### src/hw/rtl/cts_pkg.sv
// Shared types and constants for the calendar to seconds / uptime block.
// Request and result payloads, controller/datapath command and status groups.
// No dependencies.
package cts_pkg;

	typedef enum logic [1:0] {
		REQ_CAPTURE       = 2'd0,
		REQ_CAPTURE_UNSET = 2'd1,
		REQ_UPTIME        = 2'd2,
		REQ_NONE          = 2'd3
	} req_kind_t;

	typedef struct packed {
		logic [1:0] req_type;
		logic [6:0] year;
		logic [3:0] month;
		logic [4:0] day_of_month;
		logic [4:0] hours;
		logic [5:0] minutes;
		logic [5:0] seconds;
	} req_t;

	typedef struct packed {
		logic [31:0] epoch_seconds;
		logic [15:0] up_days;
		logic [4:0]  up_hours;
		logic [5:0]  up_minutes;
		logic [5:0]  up_seconds;
	} res_t;

	// controller -> datapath
	typedef struct packed {
		logic load;
		logic year_step;
		logic month_step;
		logic mul;
		logic epoch;
		logic boot;
		logic div_step;
		logic out_write;
	} cmd_t;

	// datapath -> controller
	typedef struct packed {
		logic year_done;
		logic month_done;
		logic uptime;
		logic div_last;
		logic out_free;
	} status_t;

	localparam logic [31:0] SECS_DAY  = 32'd86400;
	localparam logic [16:0] SECS_HOUR = 17'd3600;
	localparam logic [16:0] SECS_MIN  = 17'd60;

	// Leap counters start at 1970
	localparam logic [1:0] Y4_INIT   = 2'd2;
	localparam logic [6:0] Y100_INIT = 7'd70;
	localparam logic [8:0] Y400_INIT = 9'd370;
	localparam logic [6:0] Y100_LAST = 7'd99;
	localparam logic [8:0] Y400_LAST = 9'd399;

	localparam logic [15:0] DAYS_YEAR = 16'd365;
	localparam logic [15:0] DAYS_LEAP = 16'd366;
	localparam logic [3:0]  MONTH_CAP = 4'd13;

	localparam logic [5:0] DIV_60 = 6'd60;
	localparam logic [5:0] DIV_24 = 6'd24;

	// reciprocals: x / 60 = (x * RECIP_60) >> 37, x / 24 = (x * RECIP_24) >> 36,
	// exact for any 32-bit x
	localparam logic [31:0] RECIP_60 = 32'h8888_8889;
	localparam logic [31:0] RECIP_24 = 32'hAAAA_AAAB;

	function automatic logic [4:0] month_days(input logic [3:0] m, input logic leap);
		logic [4:0] d;
		d = 5'd31;
		unique case (m)
			4'd2:    d = leap ? 5'd29 : 5'd28;
			4'd4, 4'd6, 4'd9, 4'd11: d = 5'd30;
			default: d = 5'd31;
		endcase
		return d;
	endfunction

endpackage

### src/hw/rtl/calendar_to_seconds_uptime_core.sv
// Top level: calendar reading to seconds since 1970, boot capture and uptime.
// Depends on cts_pkg, cts_ctrl and cts_dp.
//
// Channel  Direction  Handshake               Payload
// -------  ---------  ----------------------  ----------------------
// req      in         req_valid / req_stall   cts_pkg::req_t
// res      out        res_valid / res_stall   cts_pkg::res_t
//
// The time per request grows with the year and the month of the reading; an
// uptime query adds divisions by 60, 60 and 24 by reciprocal multiply, each a quotient then a remainder step.
// The year loop adds one year of days per cycle; the month loop one month.
// One request is in work at a time; req_stall is high from acceptance until
// the result is written to the output register, which then holds it while
// res_stall is high, so the next request can start behind it.
// Reset clears the controller, the output valid and the boot time (none held).
module calendar_to_seconds_uptime_core (
	input  logic           clk,
	input  logic           arst_n,
	input  logic           req_valid,
	output logic           req_stall,
	input  cts_pkg::req_t  req,
	output logic           res_valid,
	input  logic           res_stall,
	output cts_pkg::res_t  res
);

	cts_pkg::cmd_t    cmd;
	cts_pkg::status_t st;

	// sequencer: one-hot state, issues one command group per cycle
	cts_ctrl u_ctrl (
		.clk       (clk),
		.arst_n    (arst_n),
		.req_valid (req_valid),
		.req_stall (req_stall),
		.st        (st),
		.cmd       (cmd)
	);

	// datapath: counters, multiplier, divider, boot register, output register
	cts_dp u_dp (
		.clk       (clk),
		.arst_n    (arst_n),
		.req       (req),
		.cmd       (cmd),
		.st        (st),
		.res_valid (res_valid),
		.res_stall (res_stall),
		.res       (res)
	);

endmodule

### src/hw/rtl/cts_ctrl.sv
// Sequencer for the calendar to seconds / uptime block.
// Uses cts_pkg command and status structs; drives cts_dp.
module cts_ctrl (
	input  logic              clk,
	input  logic              arst_n,
	input  logic              req_valid,
	output logic              req_stall,
	input  cts_pkg::status_t  st,
	output cts_pkg::cmd_t     cmd
);

	typedef enum logic [7:0] {
		S_IDLE  = 8'b0000_0001,
		S_YEAR  = 8'b0000_0010,
		S_MONTH = 8'b0000_0100,
		S_MUL   = 8'b0000_1000,
		S_EPOCH = 8'b0001_0000,
		S_BOOT  = 8'b0010_0000,
		S_DIV   = 8'b0100_0000,
		S_DONE  = 8'b1000_0000
	} state_t;

	state_t state_q, state_d;

	always_ff @(posedge clk or negedge arst_n) begin
		if (!arst_n) begin
			state_q <= S_IDLE;
		end else begin
			state_q <= state_d;
		end
	end

	assign req_stall = (state_q != S_IDLE);

	always_comb begin
		state_d = state_q;
		cmd     = '0;
		unique case (state_q)
			S_IDLE: begin
				if (req_valid) begin
					cmd.load = 1'b1;
					state_d  = S_YEAR;
				end
			end
			S_YEAR: begin
				if (st.year_done) begin
					state_d = S_MONTH;
				end else begin
					cmd.year_step = 1'b1;
				end
			end
			S_MONTH: begin
				if (st.month_done) begin
					state_d = S_MUL;
				end else begin
					cmd.month_step = 1'b1;
				end
			end
			S_MUL: begin
				cmd.mul = 1'b1;
				state_d = S_EPOCH;
			end
			S_EPOCH: begin
				cmd.epoch = 1'b1;
				state_d   = S_BOOT;
			end
			S_BOOT: begin
				cmd.boot = 1'b1;
				state_d  = st.uptime ? S_DIV : S_DONE;
			end
			S_DIV: begin
				cmd.div_step = 1'b1;
				if (st.div_last) begin
					state_d = S_DONE;
				end
			end
			S_DONE: begin
				if (st.out_free) begin
					cmd.out_write = 1'b1;
					state_d       = S_IDLE;
				end
			end
			default: begin
				state_d = S_IDLE;
			end
		endcase
	end

endmodule

### src/hw/rtl/cts_dp.sv
// Datapath: day count, seconds, boot register, reciprocal divider, output register.
// Uses cts_pkg types; sequenced by cts_ctrl.
module cts_dp (
	input  logic              clk,
	input  logic              arst_n,
	input  cts_pkg::req_t     req,
	input  cts_pkg::cmd_t     cmd,
	output cts_pkg::status_t  st,
	output logic              res_valid,
	input  logic              res_stall,
	output cts_pkg::res_t     res
);

	cts_pkg::req_t  req_q;
	logic [15:0]    days_q;
	logic [6:0]     yr_idx_q;
	logic [1:0]     y4_q;
	logic [6:0]     y100_q;
	logic [8:0]     y400_q;
	logic [3:0]     mon_idx_q;
	logic [16:0]    tod_q;
	logic [31:0]    prod_q;
	logic [31:0]    epoch_q;
	logic [31:0]    boot_q;
	logic [31:0]    dvd_q;
	logic [31:0]    quo_q;
	logic           phase_q;
	logic [1:0]     stage_q;
	logic [15:0]    dd_q;
	logic [4:0]     hh_q;
	logic [5:0]     mm_q;
	logic [5:0]     ss_q;
	cts_pkg::res_t  res_q;
	logic           res_valid_q;

	logic        leap;
	logic [3:0]  mon_last;
	logic [16:0] day_sum;
	logic [31:0] day_prod;
	logic [16:0] tod_d;
	logic [5:0]  divisor;
	logic [31:0] recip;
	logic [63:0] recip_prod;
	logic [31:0] quo_n;
	logic [11:0] qd_lo;
	logic [5:0]  rem_n;

	// counters describe the year 1970 + yr_idx_q
	assign leap = (y4_q == 2'd0) && ((y100_q != 7'd0) || (y400_q == 9'd0));

	assign mon_last = (req_q.month > cts_pkg::MONTH_CAP) ? cts_pkg::MONTH_CAP : req_q.month;

	assign day_sum  = {1'b0, days_q} + 17'(req_q.day_of_month);
	assign day_prod = 32'(day_sum) * cts_pkg::SECS_DAY;

	assign tod_d = 17'(req.hours) * cts_pkg::SECS_HOUR
	             + 17'(req.minutes) * cts_pkg::SECS_MIN
	             + 17'(req.seconds);

	// each division: quotient by reciprocal, then remainder
	assign divisor    = (stage_q == 2'd2) ? cts_pkg::DIV_24 : cts_pkg::DIV_60;
	assign recip      = (stage_q == 2'd2) ? cts_pkg::RECIP_24 : cts_pkg::RECIP_60;
	assign recip_prod = dvd_q * recip;
	assign quo_n      = (stage_q == 2'd2) ? {12'd0, recip_prod[55:36]}
	                                      : {5'd0, recip_prod[63:37]};
	// remainder is below 64, so the low six bits are enough
	assign qd_lo      = quo_q[5:0] * divisor;
	assign rem_n      = dvd_q[5:0] - qd_lo[5:0];

	assign st.year_done  = (yr_idx_q == req_q.year);
	assign st.month_done = (mon_idx_q >= mon_last);
	assign st.uptime     = (cts_pkg::req_kind_t'(req_q.req_type) == cts_pkg::REQ_UPTIME);
	assign st.div_last   = (stage_q == 2'd2) && phase_q;
	assign st.out_free   = !res_valid_q || !res_stall;

	// payload registers
	always_ff @(posedge clk) begin
		if (cmd.load) begin
			req_q     <= req;
			days_q    <= '0;
			yr_idx_q  <= '0;
			y4_q      <= cts_pkg::Y4_INIT;
			y100_q    <= cts_pkg::Y100_INIT;
			y400_q    <= cts_pkg::Y400_INIT;
			mon_idx_q <= 4'd1;
			tod_q     <= tod_d;
			dd_q      <= '0;
			hh_q      <= '0;
			mm_q      <= '0;
			ss_q      <= '0;
		end
		if (cmd.year_step) begin
			days_q   <= days_q + (leap ? cts_pkg::DAYS_LEAP : cts_pkg::DAYS_YEAR);
			yr_idx_q <= yr_idx_q + 7'd1;
			y4_q     <= y4_q + 2'd1;
			y100_q   <= (y100_q == cts_pkg::Y100_LAST) ? 7'd0 : y100_q + 7'd1;
			y400_q   <= (y400_q == cts_pkg::Y400_LAST) ? 9'd0 : y400_q + 9'd1;
		end
		if (cmd.month_step) begin
			days_q    <= days_q + 16'(cts_pkg::month_days(mon_idx_q, leap));
			mon_idx_q <= mon_idx_q + 4'd1;
		end
		if (cmd.mul) begin
			prod_q <= day_prod;
		end
		if (cmd.epoch) begin
			// day_of_month counts from 1
			epoch_q <= prod_q - cts_pkg::SECS_DAY + 32'(tod_q);
		end
		if (cmd.boot) begin
			dvd_q   <= epoch_q - boot_q;
			phase_q <= 1'b0;
			stage_q <= '0;
		end
		if (cmd.div_step) begin
			phase_q <= !phase_q;
			if (!phase_q) begin
				quo_q <= quo_n;
			end else begin
				dvd_q   <= quo_q;
				stage_q <= stage_q + 2'd1;
				unique case (stage_q)
					2'd0: ss_q <= rem_n;
					2'd1: mm_q <= rem_n;
					default: begin
						hh_q <= rem_n[4:0];
						dd_q <= quo_q[15:0];
					end
				endcase
			end
		end
		if (cmd.out_write) begin
			res_q <= '{epoch_seconds: epoch_q, up_days: dd_q, up_hours: hh_q,
			           up_minutes: mm_q, up_seconds: ss_q};
		end
	end

	// boot time: zero means none held
	always_ff @(posedge clk or negedge arst_n) begin
		if (!arst_n) begin
			boot_q <= '0;
		end else if (cmd.boot) begin
			priority if (cts_pkg::req_kind_t'(req_q.req_type) == cts_pkg::REQ_CAPTURE) begin
				boot_q <= epoch_q;
			end else if ((cts_pkg::req_kind_t'(req_q.req_type) == cts_pkg::REQ_CAPTURE_UNSET)
			             && (boot_q == 32'd0)) begin
				boot_q <= epoch_q;
			end else begin
				boot_q <= boot_q;
			end
		end
	end

	always_ff @(posedge clk or negedge arst_n) begin
		if (!arst_n) begin
			res_valid_q <= 1'b0;
		end else if (cmd.out_write) begin
			res_valid_q <= 1'b1;
		end else if (!res_stall) begin
			res_valid_q <= 1'b0;
		end
	end

	assign res_valid = res_valid_q;
	assign res       = res_q;

endmodule

### config.mk
export PLATFORM = sky130hd
export DESIGN_NAME = calendar_to_seconds_uptime_core
export DESIGN_NICKNAME = d
export VERILOG_FILES = /design/src/hw/rtl/cts_pkg.sv /design/src/hw/rtl/calendar_to_seconds_uptime_core.sv /design/src/hw/rtl/cts_ctrl.sv /design/src/hw/rtl/cts_dp.sv
export SDC_FILE = /design/constraint.sdc
export NUM_CORES = 2
export LEC_CHECK = 0
export BUFFER_PORTS_ARGS = -buffer_cell sky130_fd_sc_hd__clkbuf_2
export CAP_MARGIN = 10
export CORE_MARGIN = 2
export CORE_UTILIZATION = 50
export CTS_CLUSTER_DIAMETER = 30
export DETAILED_ROUTE_END_ITERATION = 8
export HOLD_SLACK_MARGIN = 0.08
export PLACE_DENSITY = 0.65
export SLEW_MARGIN = 20
export SYNTH_ARGS = -nofsm -noshare
export SYNTH_HDL_FRONTEND = slang
export SYNTH_SLANG_ARGS = --single-unit
### constraint.sdc
create_clock -name clk -period 8 [get_ports clk]
set_input_delay 0.4 -clock clk [delete_from_list [all_inputs] [get_ports clk]]
set_output_delay 0.4 -clock clk [all_outputs]
set_load 0.01 [all_outputs]
==> results.md <==
- Synth unique cells: 89
- Data required time at the worst endpoint: 8.41 ns
- Post-Synth Simple-Gate Area: 8.415%
- Grt total ovfl: 0
- CTS tree: built
- Number of global-route vias before repair: 28.31k
- Kind of critical path: reg2reg
- Post-synth EDFFs: 230
- Setup WS post-layout: 0.09023 ns
- Most frequent cells in the layout: 935 x inv_1, 577 x ha_1, 447 x fa_1
- Synth Area per Inst: 10.04 um^2
- Crit path to: u_dp.quo_q[24]
- Post-Synth XOR/XNOR Area: 4.844%
- Crit path launch type: flop
- Dpl ws: -0.1462 ns
- WP depth: 31
- Drt wl/cell: 19.00 um
- Global-route wire length before repair: 155400 um
- Fmax achieved: 126.4 MHz
- Post-synth top flop: edfxtp_1
- Core area: 75700 um^2
- DRC Markers: 0
- CTS clk-pin slew, worst paths: 0.05 ns
- Port-buffer cells: 105
- GR met1 Demand/Resource: 32.04%
- N_diodes: 0
- Initial DRC count: 1440
- Area growth syn-to-layout: 17.16%
- Crit path from: u_dp.stage_q[0]
- Delay of the slowest critical-path stage: 0.58 ns
- Final Max Tran Viols: 0
- Clock Tree Buf Depth: 3
- Initial antenna violation count: 1
- DIE HEIGHT: 280.0 um
- Clock Tree Root: clkbuf_16
- Met3 GRT Util: 3.203%
- CP arrival: 8.32 ns
- Largest net degree at the start of global routing: 66
- Vias: 26.74k
- Largest family of logic cells by synthesized area: adder cells
- Status: finished, final reports clean
- Top delay family on crit path: adder cells
- Setup TNS: 0 ns
- Layout cell share with drive strength beyond 1: 14.91%
- Effective utilization at floorplan: 50.30%
- Crit Path Max Fanout: 6
- Sequential share of the synthesized area: 24.36%
- Post-synthesis cell count: 3794
- Post-DRT Antenna Nets: 0
- Min Hold Slack: 0.1071 ns
- Mean number of vias per cell: 5.158
- Final Skew: 0.04390 ns
- Hold Path Class: in2reg
- Cell Rows: 101
- I/O Pins: 106
- Critical path's slowest cell: fa_1
- Critical path capture point type: flop
- Reg-to-Reg End: u_dp.quo_q[24]
- Grt peak-use layer: met2
- Most common cell after layout, fill and taps aside: inv_1
- Final wirelength: 98480 um
- Met2 usage: 45.68%
- 1st-pass router iterations: 6
- Post-Synth Adder-Cell Area: 43.34%
- R2R cell count: 31
- Final period utilization: 98.87%
- Dpl hpwl: 84130 um
- Yosys warns: 0
- Horiz. Die Dim: 280.0 um
- Max cap viols: 0
- Setup violations, final: 0
- RSZ-0062 raised after global routing: true
- GRT Total Usage: 25.85%
- Final hold violation count: 0
- Non-Filler Instances: 5184
- CTS buffer count: 76
- Yosys reg bits: 338
- Crit Reg-Reg Startpoint: u_dp.stage_q[0]
- CP Buf/Inv Count: 9
- Cell Area, Synth: 38080 um^2
- DIE AREA: 78380 um^2
- Syn nets: 4880
- Final nets: 5228
- Worst slew pin tran: 1.033 ns
- Routability cong.: 1.016
- R2R Setup Slk: 0.09 ns
- # H-tree levels: 3
- Mux cell area share after synthesis: 1.117%
- Sink Count: 338
- Asr flop ratio synth: 12.13%
- Placed Cells: 5007
- Slew headroom: 30.94%
- Clk_lat worst skew: 0.62 ns
- Minimum clock period: 7.910 ns
- Compound-Gate Fraction of Synth Area: 7.735%
[final cells by class]
| type | instances | area [um^2] |
|---|---|---|
| clock inverters | 53 | 664.4 |
| multi-input cells | 2432 | 25460 |
| well taps | 978 | 1224 |
| flip-flops and latches | 338 | 9278 |
| repair buffers | 343 | 2400 |
| fillers | 6515 | 31080 |
| inverters | 951 | 3578 |
| clock buffers | 89 | 2011 |
[synth_stat cells (19+ instances only)]
| cell type | number | area (um^2) |
|---|---|---|
| fa_1 | 453 | 9069 |
| nor4_1 | 19 | 118.9 |
| o21ai_0 | 111 | 555.5 |
| o21bai_1 | 25 | 187.7 |
| nand2b_1 | 24 | 150.1 |
| xnor2_1 | 161 | 1410 |
| nand2_1 | 190 | 713.2 |
| inv_1 | 951 | 3570 |
| ha_1 | 594 | 7432 |
| a21oi_1 | 152 | 760.7 |
| nand3_1 | 77 | 385.4 |
| a21o_1 | 43 | 322.8 |
| xor2_1 | 47 | 411.6 |
| edfxtp_1 | 230 | 6907 |
| dfxtp_1 | 67 | 1341 |
| clkbuf_1 | 58 | 217.7 |
| a211oi_1 | 19 | 142.6 |
| dfrtp_1 | 40 | 1001 |
| mux2_2 | 36 | 405.4 |
| nor2_1 | 180 | 675.7 |
| nor3_1 | 50 | 250.2 |
| nor2b_1 | 21 | 131.4 |
[timing repair]
action / 4_1_cts / 5_1_grt
pin swaps: 2 / 50
resized for setup: 7 / 104
endpoints found under the setup margin: 15 / 24
hold buffers: 21 / 0
setup buffers: 0 / 14
hold endpoints to repair: 60 / 0
[sequential cells by signal (all words and copies together), names as in the netlist, 6 cells and up]
register and count:
u_dp.epoch_q 32, u_dp.mm_q 6, u_dp.quo_q 27, u_dp.days_q 16
u_dp.req_q 18, u_dp.boot_q 32, u_dp.yr_idx_q 7, u_dp.prod_q 25
u_dp.tod_q 17, u_dp.y100_q 7, u_dp.y400_q 9, u_dp.ss_q 6
u_ctrl.state_q 8, u_dp.dd_q 16, u_dp.res 65, u_dp.dvd_q 32
[worst min-delay path, cell delays in order]
cell and delay (ns):
clkbuf_2 0.12, nand2_1 0.09, nand2_1 0.07
[how the worst min path moves through the flow]
stage / from / to / depth (start not counted)
floorplan: arst_n / u_ctrl.state_q[1] / 0
global route: req[2] / u_dp.tod_q[2] / 2
detailed placement: u_dp.tod_q[5] / u_dp.epoch_q[5] / 0
CTS: res_stall / u_dp.res_valid / 3
global placement: u_dp.tod_q[5] / u_dp.epoch_q[5] / 0
finish: res_stall / u_dp.res_valid / 3
[metrics by stage]
stage               utilization (%)  cell area, um^2
floorplan                         -            38100
global placement              54.29            41100
detailed placement            54.29            41100
CTS                           58.16            44020
global route                  58.93            44610
finish                        58.93            44610
[cell families after synthesis]
group	count (synthesis)
fa+ha+maj	1047
buf+inv	1024
xor+xnor	209
mux	38
compound gates	469
flops	338
simple gates	669
[per-layer routing]
metal  vias up  wire [um]
met2       566      49090
met4         2       4285
li1      12990          -
met3       195       3952
met5         -         13
met1     12990      41130
Power is left out: the tool's default activity adds up to more than one toggle a clock period on the data nets, which glitch-free logic cannot reach.
